[src/hw/rtl/ghrq_pkg.sv]
package ghrq_pkg;

    localparam int VALUE_W       = 16;
    localparam int CFG_W         = 16;
    localparam int CFG_INDEX_W   = 2;
    localparam int NUM_CONTROLS  = 4;
    localparam int NUM_AXES      = 2;

    localparam int DEFAULT_REPEAT_PERIOD = 1;
    localparam int DEFAULT_COUNTER_WIDTH = 16;

    localparam logic [CFG_W-1:0] RESET_DEADZONE     = 16'd200;
    localparam logic [CFG_W-1:0] RESET_MIDPOINT     = 16'd32768;
    localparam logic [CFG_W-1:0] RESET_REPEAT_DELAY = 16'd15;

    typedef enum logic [1:0] {
        FUNC_TICK   = 2'd0,
        FUNC_BUTTON = 2'd1,
        FUNC_AXIS   = 2'd2
    } func_t;

    typedef enum logic [CFG_INDEX_W-1:0] {
        CFG_DEADZONE     = 2'd0,
        CFG_MIDPOINT     = 2'd1,
        CFG_REPEAT_DELAY = 2'd2
    } cfg_index_t;

endpackage

[src/hw/rtl/gamepad_hold_repeat_qualifier_unit.sv]
// Gamepad hold/repeat qualifier. Takes button events, axis events and frame ticks
// (func) and returns one result transaction per input transaction: fire flags for
// A, B, x and y, the stored stick positions and their direction against the midpoint.
// Throughput is one transaction per clock while out_stall is low; each transaction passes
// through the input register (where event_value is multiplied by the reciprocal of
// REPEAT_PERIOD) and then the result register, where the counter update and fire check
// happen. The result register lets a new input be taken while a finished result is stalled.
// Each counter carries its residue modulo REPEAT_PERIOD so the repeat check needs no
// divider. Configuration writes (cfg_we) are expected only while the block is idle.
module gamepad_hold_repeat_qualifier_unit
    import ghrq_pkg::*;
#(
    parameter int REPEAT_PERIOD = DEFAULT_REPEAT_PERIOD,
    parameter int COUNTER_WIDTH = DEFAULT_COUNTER_WIDTH
)(
    input  logic                   clk,
    input  logic                   rst_n,

    input  logic                   cfg_we,
    input  logic [CFG_INDEX_W-1:0] cfg_index,
    input  logic [CFG_W-1:0]       cfg_data,

    input  logic                   in_valid,
    output logic                   in_stall,
    input  logic [1:0]             func,
    input  logic                   control_index,
    input  logic [VALUE_W-1:0]     event_value,

    output logic                   out_valid,
    input  logic                   out_stall,
    output logic                   fire_a,
    output logic                   fire_b,
    output logic                   fire_x,
    output logic                   fire_y,
    output logic [VALUE_W-1:0]     x_position,
    output logic [VALUE_W-1:0]     y_position,
    output logic                   x_negative,
    output logic                   y_negative
);

    localparam int LOAD_W    = (COUNTER_WIDTH < VALUE_W) ? COUNTER_WIDTH : VALUE_W;
    localparam int SHIFT_L   = $clog2(REPEAT_PERIOD);
    localparam int DIV_SHIFT = LOAD_W + SHIFT_L;
    localparam longint unsigned RECIP =
        ((64'd1 << DIV_SHIFT) + REPEAT_PERIOD - 1) / REPEAT_PERIOD;
    localparam int RECIP_W   = LOAD_W + 1;
    localparam int PROD_W    = LOAD_W + RECIP_W;
    localparam int QUOT_W    = PROD_W - DIV_SHIFT;
    localparam int RES_W     = (REPEAT_PERIOD > 1) ? $clog2(REPEAT_PERIOD) : 1;
    localparam int CMP_W     = (COUNTER_WIDTH > CFG_W) ? COUNTER_WIDTH : CFG_W;

    localparam logic [RES_W-1:0] RES_ONE  = RES_W'(1 % REPEAT_PERIOD);
    localparam logic [RES_W-1:0] RES_TWO  = RES_W'(2 % REPEAT_PERIOD);
    localparam logic [RES_W-1:0] RES_LAST = RES_W'(REPEAT_PERIOD - 1);

    // configuration
    logic [CFG_W-1:0] deadzone_reg;
    logic [CFG_W-1:0] midpoint_reg;
    logic [CFG_W-1:0] repeat_delay_reg;

    // input register
    logic                in_vld_reg;
    func_t               stage_func_reg;
    logic                stage_idx_reg;
    logic [VALUE_W-1:0]  stage_val_reg;
    logic [PROD_W-1:0]   stage_prod_reg;
    logic [PROD_W-1:0]   prod_next;

    // state
    logic [COUNTER_WIDTH-1:0] hold_reg  [NUM_CONTROLS];
    logic [COUNTER_WIDTH-1:0] hold_next [NUM_CONTROLS];
    logic [RES_W-1:0]         res_reg   [NUM_CONTROLS];
    logic [RES_W-1:0]         res_next  [NUM_CONTROLS];
    logic [VALUE_W-1:0]       pos_reg   [NUM_AXES];
    logic [VALUE_W-1:0]       pos_next  [NUM_AXES];

    // result register
    logic                     out_vld_reg;
    logic [NUM_CONTROLS-1:0]  fire_reg;
    logic [NUM_CONTROLS-1:0]  fire_next;
    logic [VALUE_W-1:0]       x_position_reg;
    logic [VALUE_W-1:0]       y_position_reg;
    logic                     x_negative_reg;
    logic                     y_negative_reg;

    logic                     advance;
    logic                     in_take;

    logic [LOAD_W-1:0]        load_val;
    logic [QUOT_W-1:0]        load_quot;
    logic [LOAD_W-1:0]        load_rem;
    logic [RES_W-1:0]         load_res;
    logic [VALUE_W-1:0]       axis_dist;
    logic                     axis_armed;

    assign advance  = in_vld_reg && (!out_vld_reg || !out_stall);
    assign in_stall = in_vld_reg && out_vld_reg && out_stall;
    assign in_take  = in_valid && !in_stall;

    // value * ceil(2^(N+l)/P); quotient is exact for every N-bit value
    assign prod_next = PROD_W'(event_value[LOAD_W-1:0]) * PROD_W'(RECIP);

    assign load_val  = stage_val_reg[LOAD_W-1:0];
    assign load_quot = stage_prod_reg[PROD_W-1:DIV_SHIFT];
    assign load_rem  = load_val - LOAD_W'(load_quot * REPEAT_PERIOD);
    assign load_res  = RES_W'(load_rem);

    assign axis_dist  = (stage_val_reg >= midpoint_reg) ? (stage_val_reg - midpoint_reg)
                                                        : (midpoint_reg - stage_val_reg);
    assign axis_armed = axis_dist > deadzone_reg;

    always_comb
    begin
        hold_next = hold_reg;
        res_next  = res_reg;
        pos_next  = pos_reg;
        fire_next = '0;
        case (stage_func_reg)
            FUNC_TICK:
            begin
                for (int i = 0; i < NUM_CONTROLS; i++)
                begin
                    fire_next[i] = (hold_reg[i] == COUNTER_WIDTH'(1)) ||
                                   ((CMP_W'(hold_reg[i]) >= CMP_W'(repeat_delay_reg)) &&
                                    (res_reg[i] == '0));
                    if (hold_reg[i] != '0)
                    begin
                        if (hold_reg[i] == '1)
                        begin
                            hold_next[i] = COUNTER_WIDTH'(2);
                            res_next[i]  = RES_TWO;
                        end
                        else
                        begin
                            hold_next[i] = hold_reg[i] + 1'b1;
                            res_next[i]  = (res_reg[i] == RES_LAST) ? '0 : res_reg[i] + 1'b1;
                        end
                    end
                end
            end
            FUNC_BUTTON:
            begin
                hold_next[{1'b0, stage_idx_reg}] = COUNTER_WIDTH'(load_val);
                res_next[{1'b0, stage_idx_reg}]  = load_res;
            end
            FUNC_AXIS:
            begin
                hold_next[{1'b1, stage_idx_reg}] = axis_armed ? COUNTER_WIDTH'(1) : '0;
                res_next[{1'b1, stage_idx_reg}]  = axis_armed ? RES_ONE : '0;
                pos_next[stage_idx_reg]          = stage_val_reg;
            end
            default:
            begin
            end
        endcase
    end

    always_ff @(posedge clk or negedge rst_n)
    begin
        if (!rst_n)
        begin
            deadzone_reg     <= RESET_DEADZONE;
            midpoint_reg     <= RESET_MIDPOINT;
            repeat_delay_reg <= RESET_REPEAT_DELAY;
            in_vld_reg       <= 1'b0;
            out_vld_reg      <= 1'b0;
            for (int i = 0; i < NUM_CONTROLS; i++)
            begin
                hold_reg[i] <= '0;
                res_reg[i]  <= '0;
            end
            for (int i = 0; i < NUM_AXES; i++)
            begin
                pos_reg[i] <= '0;
            end
        end
        else
        begin
            if (cfg_we)
            begin
                case (cfg_index)
                    CFG_DEADZONE:     deadzone_reg     <= cfg_data;
                    CFG_MIDPOINT:     midpoint_reg     <= cfg_data;
                    CFG_REPEAT_DELAY: repeat_delay_reg <= cfg_data;
                    default:
                    begin
                    end
                endcase
            end
            if (in_take)
            begin
                in_vld_reg <= 1'b1;
            end
            else if (advance)
            begin
                in_vld_reg <= 1'b0;
            end
            if (advance)
            begin
                out_vld_reg <= 1'b1;
                hold_reg    <= hold_next;
                res_reg     <= res_next;
                pos_reg     <= pos_next;
            end
            else if (!out_stall)
            begin
                out_vld_reg <= 1'b0;
            end
        end
    end

    // payload, no reset
    always_ff @(posedge clk)
    begin
        if (in_take)
        begin
            stage_func_reg <= func_t'(func);
            stage_idx_reg  <= control_index;
            stage_val_reg  <= event_value;
            stage_prod_reg <= prod_next;
        end
        if (advance)
        begin
            fire_reg       <= fire_next;
            x_position_reg <= pos_next[0];
            y_position_reg <= pos_next[1];
            x_negative_reg <= pos_next[0] < midpoint_reg;
            y_negative_reg <= pos_next[1] < midpoint_reg;
        end
    end

    assign out_valid  = out_vld_reg;
    assign fire_a     = fire_reg[0];
    assign fire_b     = fire_reg[1];
    assign fire_x     = fire_reg[2];
    assign fire_y     = fire_reg[3];
    assign x_position = x_position_reg;
    assign y_position = y_position_reg;
    assign x_negative = x_negative_reg;
    assign y_negative = y_negative_reg;

`ifndef NO_ASSERTIONS
    // only a tick can fire anything
    assert property (@(posedge clk) disable iff (!rst_n)
        (advance && (stage_func_reg != FUNC_TICK)) |=>
            (out_vld_reg && (fire_reg == '0)))
        else $error("fire flag set by a non-tick transaction");

    // an axis event leaves its counter at zero or one
    assert property (@(posedge clk) disable iff (!rst_n)
        (advance && (stage_func_reg == FUNC_AXIS)) |=>
            (hold_reg[{1'b1, $past(stage_idx_reg)}] <= COUNTER_WIDTH'(1)))
        else $error("axis counter not armed or cleared");

    // a released control carries a zero residue
    assert property (@(posedge clk) disable iff (!rst_n)
        ((hold_reg[0] != '0) || (res_reg[0] == '0)) &&
        ((hold_reg[1] != '0) || (res_reg[1] == '0)) &&
        ((hold_reg[2] != '0) || (res_reg[2] == '0)) &&
        ((hold_reg[3] != '0) || (res_reg[3] == '0)))
        else $error("residue out of step with zero counter");
`endif

endmodule
[config.mk]
export PLATFORM = sky130hd
export DESIGN_NAME = gamepad_hold_repeat_qualifier_unit
export DESIGN_NICKNAME = d
export VERILOG_FILES = /design/src/hw/rtl/ghrq_pkg.sv /design/src/hw/rtl/gamepad_hold_repeat_qualifier_unit.sv
export SDC_FILE = /design/constraint.sdc
export NUM_CORES = 1
export LEC_CHECK = 0
export BUFFER_PORTS_ARGS = -buffer_cell sky130_fd_sc_hd__clkbuf_2
export CAP_MARGIN = 20
export CORE_MARGIN = 4
export CORE_UTILIZATION = 40
export DETAILED_ROUTE_END_ITERATION = 10
export GPL_TIMING_DRIVEN = 0
export REMOVE_ABC_BUFFERS = 1
export SKIP_CTS_REPAIR_TIMING = 1
export SLEW_MARGIN = 20
export SYNTH_ARGS = -nofsm -noshare
export SYNTH_HDL_FRONTEND = slang
export SYNTH_SLANG_ARGS = --single-unit
[constraint.sdc]
create_clock -name clk -period 4.4 [get_ports clk]
set_input_delay 0.44 -clock clk [delete_from_list [all_inputs] [get_ports clk]]
set_output_delay 0.44 -clock clk [all_outputs]
set_load 0.01 [all_outputs]
==> results.md, run 1 <==
* Critical Path RT at around 4.8 ns
* Synthesized flop and latch total at 207
* R2r startpoint: stage_prod_reg[23]$_DFFE_PP_
* First-pass GRT wire length at between 50000 and 60000 um
* Worst Path Buf+Inv at 0
* Die W at roughly 190 um
* Final cell count without fillers at a little under 2000
* DIE AREA at around 37000 um^2
* Startpoint Class: flop
* GRT Util Overall at around a fifth
* Critical Path Start: stage_prod_reg[23]$_DFFE_PP_
* DRC errors left at 0
* Vias in the first global route at 10500
* Util after Layout at between 40% and 50%
* Syn Area/Cell at 9.70 um^2
* ANT nets after route at 0
* CTS Sinks at roughly 210
* Final setup viols at 0
* Peak supply drop at between 0.0003 and 0.0004 V
* Fill count at ~3200
* Synth top area share at 25.9%
* Slew HR at ~31%
* Pwr dens at a little under 500 nW/um^2
* Initial Util at between 40% and 50%
* Core region area at approximately 34000 um^2
* Worst Tran Pin Value at 1.03 ns
* Max reg flops at 64
* Ratio of final minimum period to clock period at between 90 and 100%
* Sum of negative setup slack at 0 ns
* Post-synth top area cell: dfrtp_1
* Synth unique cells at 75
* Max Root-Sink Buffers at 3
* Post-synth EDFFs at 57
* Io pins at 82
* Port Buf Inserts at 81
* Fin worst setup slack at ~0.16 ns
* Clk root buf: clkbuf_16
* WL per Instance at roughly 19 um
* Clock Skews at about 0.015 ns
* Vias/cell at roughly 5.7
* Worst Hold Slack at ~0.078 ns
* Max_cap viols at 0
* Mapped Area at 13700 um^2
* Crit path kind: flop to flop
* Min-delay src: event_value[10]
* Main area contributors after synthesis: dfrtp_1, ha_1, edfxtp_1
* Vias at between 10000 and 15000
* Fmax at between 200 and 250 MHz
* Layout cells sized above 1 at approximately 17%
* Syn Inst Count at 1412
* Initial DRC Count at slightly below 800
* RSZ-0062 raised after global routing: no
* Final GP Congestion at ~0.91
* CP max FO at 7
* Final WL at approximately 37000 um
* CTS Buf Count at 25
* Final HPWL DP at 26900 um
* Row count at 67
* Register area share after synthesis at between 30% and 40%
* Cell chain of the critical path: ha_1 > a21oi_1 > o21ai_0 > a221oi_2 > o2111a_2 > mux2_2 > ha_1 > nor2b_1 > o21a_1 > o21ai_0 > a21oi_1 > o21bai_1 > a31oi_2 > a221o_1
* Synth Warn # at 0
* CTS tree: done
* # nets final at between 1500 and 2000
* Overflow after GRT at 0
* Clock Latency Late Sink at around 0.53 ns
* Leak Pwr at 7.03 nW
* Synthesis-to-finish area growth at 13.6%
* Pre-CTS setup slack at -0.424 ns
* Fin. max-slew vios at 0
* Period minus WS final at roughly 4.2 ns
* Slowest Stage Delay on Critical Path at about 0.58 ns
* CP Capture Type: flop
* Hold Fails Final Rpt at 0
* Count leader, synth: o21ai_0
* Placed cells at ~1900
* Outcome: complete, no violations
* Die height at around 190 um
* Drt pass-1 iters at 5
* HP Class: primary input to flop
* Async S/R FF share, synth at just over 70%
* H-tree levels at 1
* Top FF cell, synth: dfrtp_1
* Worst-path clk slew at about 0.06 ns
* Crit-path slowest cell: edfxtp_1
* Largest net degree at the start of global routing at between 60 and 70
* Worst Path Arrival at 4.65 ns
* Most instantiated cells after synthesis: o21ai_0, ha_1, dfrtp_1
* Initial antenna violation count at 0
* CP top delay family: compound AO/OA/AOI/OAI gates
[final cells by class]
cell class              instances  area, um^2  area share, %
inverters                      88         330           2.12
clock inverters                12         146          0.940
clock buffers                  33         676           4.34
multi-input cells            1060        7690           49.4
diodes                          2        5.00         0.0322
well taps                     448         561           3.60
repair buffers                100         679           4.36
flip-flops and latches        207        5480           35.2
[through the flow]
step                      total power, mW  cell area, um^2
after floorplan                      4.66            13400
after detailed placement             5.52            14600
final                                7.67            15600
after global routing                 8.24            15600
after global placement               5.43            14400
after CTS                            7.65            15400
[path summary, 6_finish.rpt]
path,endpoint,slack [ns],depth (start not counted)
max,hold_reg[0]$_DFFE_PN0P_,0.16,14
min,stage_prod_reg[26]$_DFFE_PP_,0.08,1
max reg2reg,hold_reg[0]$_DFFE_PN0P_,0.16,14
min reg2reg,out_valid$_DFFE_PN0P_,0.49,1
max in group asynchronous,deadzone_reg[3]$_DFFE_PN1P_,2.99,4
min in group asynchronous,hold_reg[7]$_DFFE_PN0P_,0.42,2
[cells in the final DEF, fill, tap and decap left out, types with 15 or more instances in the layout]
master	netlist	layout
nand4_1	28	28
inv_1	88	88
a22oi_1	15	15
edfxtp_1	57	57
nand2b_1	19	18
and3_1	25	25
nor4_1	16	16
nor2b_1	16	16
nor3_1	23	23
dfrtp_1	142	142
nand2_1	124	123
a21o_1	36	36
ha_1	157	152
a21oi_1	89	89
clkbuf_2	0	80
nor2_1	67	66
o21ai_0	168	166
mux2_2	81	81
clkbuf_16	0	25
nand3_1	21	21
[layer usage]
metal,wire length (um),global-route usage [%]
met1,17300,29.2
met2,16200,30.5
met3,2440,2.97
met4,1270,6.67
met5,0,0
[where the power goes]
part | switching (mW) | internal [mW] | leakage, nW | total (mW)
clock network | 0.830 | 1.26 | 0.404 | 2.09
logic | 1.57 | 1.22 | 4.17 | 2.79
registers | 0.358 | 2.44 | 2.45 | 2.80
[kinds of logic (layout without fill, tap and decap cells)]
group           count (synthesis)  count (layout)  synth area share [%]
mux                            90              90                  7.32
xor+xnor                       21              21                  1.34
compound gates                411             412                  18.5
flops                         207             207                  40.0
buf+inv                       146             233                  4.46
simple gates                  378             378                  13.8
fa+ha+maj                     159             159                  14.6
other cells                     0               2                     0
No activity file was read; power rests on OpenSTA's default activity.
==> run 2, diff against run 1 <==
- PLACE_DENSITY: unset -> 0.59
==> run 2 against run 1 <==
  * Worst hold slack got worse by 0.012 ns
  * Count of clock-buffer cells in the layout is 1 higher
  * Largest power group unchanged
  * Sequential share of layout area up 0.082 points
  * Highest routed layer unchanged
  * Worst setup slack lost 0.077 ns
==> results.md, run 2 (same netlist as run 1, synthesis figures left out) <==
* Util after Layout at 46.1% (-0.11 points)
* CTS Buf Count at 26 (+4.0%)
* Post-route cell area at 15500 um^2 (-0.23%)
* ANT nets after route at 0 (unchanged)
* Pwr dens at 499 nW/um^2 (+1.3%)
* Die W at 193 um (unchanged)
* Layout cells sized above 1 at 16.8% (-0.58 points)
* Final cell count without fillers at 1946 (-0.21%)
* Area post-placement at 14500 um^2 (-0.21%)
* Initial antenna violation count at 1 (+1)
* CP max FO at 9 (+2)
* Vias at 11100 (+0.47%)
* Core region area at 33700 um^2 (unchanged)
* Clock Latency Late Sink at 0.55 ns (+0.02 ns)
* Clock Skews at 0.0173 ns (+0.00237 ns)
* DIE AREA at 37300 um^2 (unchanged)
* Critical Path RT at 4.82 ns (about the same)
* RSZ-0062 raised after global routing: yes
* Final HPWL DP at 27000 um (+0.33%)
* Io pins at 82 (unchanged)
* Hold Fails Final Rpt at 0 (unchanged)
* Commonest non-fill, non-tap cell in the layout: o21ai_0
* GRT Util Overall at 20.2% (+0.18 points)
* Sum of negative setup slack at 0 ns (unchanged)
* CTS tree: done
* CP Capture Type: flop
* Placed cells at 1889 (-0.053%)
* First-pass GRT wire length at 59800 um (+1.1%)
* Sequential power share at 36.1% (-0.4 points)
* Final WL at 37500 um (+0.53%)
* Peak supply drop at 0.000303 V (-10%)
* # nets final at 1679 (-0.24%)
* Outcome: complete, no violations
* Synthesis-to-finish area growth at 13.4%
* Initial DRC Count at 963 (+23%)
* Largest net degree at the start of global routing at 79 (+18%)
* Comb power frac at 35.8% (-0.5 points)
* Clk root buf: clkbuf_16
* Crit path kind: flop to flop
* Worst Tran Pin Value at 1.09 ns (+0.0598 ns)
* Int Pwr at 4.96 mW (+0.96%)
* Final setup viols at 0 (unchanged)
* Worst Path Arrival at 4.74 ns (+0.09 ns)
* Worst Hold Slack at 0.0653 ns (-0.0123 ns)
* Die height at 193 um (unchanged)
* Max_cap viols at 0 (unchanged)
* Max reg flops at 64 (unchanged)
* Vias in the first global route at 10700 (+1.2%)
* Vias/cell at 5.71 (+0.68%)
* HP Class: primary input to flop
* Worst-path clk slew at 0.06 ns (about the same)
* Clock share of power at 28.1% (+0.9 points)
* Net Switching at 2.79 mW (+1.2%)
* Leak Pwr at 7.01 nW (-0.28%)
* Fin. max-slew vios at 0 (unchanged)
* Final GP Congestion at 0.894 (-1.9%)
* H-tree levels at 1 (unchanged)
* DRC errors left at 0 (unchanged)
* CTS Sinks at 207 (unchanged)
* Drt pass-1 iters at 6 (+1)
* Row count at 67 (unchanged)
* Ant diodes at 0 (-2)
* Startpoint Class: flop
* Fmax at 232 MHz (-1.8%)
* Sw Share at 36.0% (+0.051 points)
* Slew HR at 27.3% (-4.0 points)
* WL per Instance at 19.2 um (+0.74%)
* Ratio of final minimum period to clock period at 98.1% (+1.8 points)
* Max Root-Sink Buffers at 3 (unchanged)
* Initial Util at 40.7% (unchanged)
* Port Buf Inserts at 81 (unchanged)
* Overflow after GRT at 0 (unchanged)
* Period minus WS final at 4.32 ns (+0.0771 ns)
* Commonest non-fill, non-tap cells in the layout: o21ai_0, ha_1, dfrtp_1, nand2_1, a21oi_1
[run 2: path summary, 6_finish.rpt]
path / start / end / slack (ns) / cells after the start
hold / removal: event_value[4] / stage_prod_reg[20]$_DFFE_PP_ / 0.07 / 1
setup reg to reg: stage_prod_reg[16]$_DFFE_PP_ / hold_reg[0]$_DFFE_PN0P_ / 0.08 / 18
hold reg to reg: in_vld_reg$_DFFE_PN0P_ / out_valid$_DFFE_PN0P_ / 0.48 / 1
setup / recovery: stage_prod_reg[16]$_DFFE_PP_ / hold_reg[0]$_DFFE_PN0P_ / 0.08 / 18
max in group asynchronous: rst_n / deadzone_reg[7]$_DFFE_PN1P_ / 3.05 / 3
min in group asynchronous: rst_n / pos_reg[25]$_DFFE_PN0P_ / 0.48 / 2
[run 2: stage by stage]
step                power, mW  setup WS, ns
floorplan                4.66         -1.06
global placement         5.45         -3.71
detailed placement       5.53        -0.491
CTS                      7.77        -0.542
global route             8.33       -0.0651
finish                   7.75        0.0815
[run 2: power by group through the flow]
stage	combinational (mW)	sequential [mW]	clock (mW)
floorplan	1.90	2.76	0
global placement	2.63	2.82	0
detailed placement	2.71	2.83	0
CTS	2.73	2.79	2.24
global route	3.16	2.86	2.32
finish	2.78	2.80	2.18
[run 2: final cells by class]
class | count | area, um^2
Fill cell | 3247 | 18200
Multi-Input combinational cell | 1059 | 7660
Sequential cell | 207 | 5480
Clock buffer | 34 | 711
Timing Repair Buffer | 96 | 629
Tap cell | 448 | 561
Inverter | 88 | 330
Clock inverter | 14 | 160
[run 2: worst max-delay path: stages, from the launching register on]
cell	delay (ns)
edfxtp_1	0.50
inv_1	0.10
ha_1	0.15
inv_1	0.05
fa_1	0.40
a21o_1	0.25
o21ai_1	0.24
a211o_1	0.18
o2111a_2	0.24
buf_12	0.14
mux2_2	0.34
ha_1	0.31
nor2b_1	0.14
o21a_1	0.17
o21ai_0	0.16
a21oi_1	0.10
o21bai_1	0.17
a31oi_2	0.18
a221o_1	0.36
[run 2: layer usage]
layer  GRT usage [%]  vias to the layer above  wire length [um]
li1                -                     5324                 -
met1            29.1                     5425             17700
met2            32.3                      288             16700
met3            2.77                       66              2070
met4            5.12                        0               974
met5               0                        -                 0
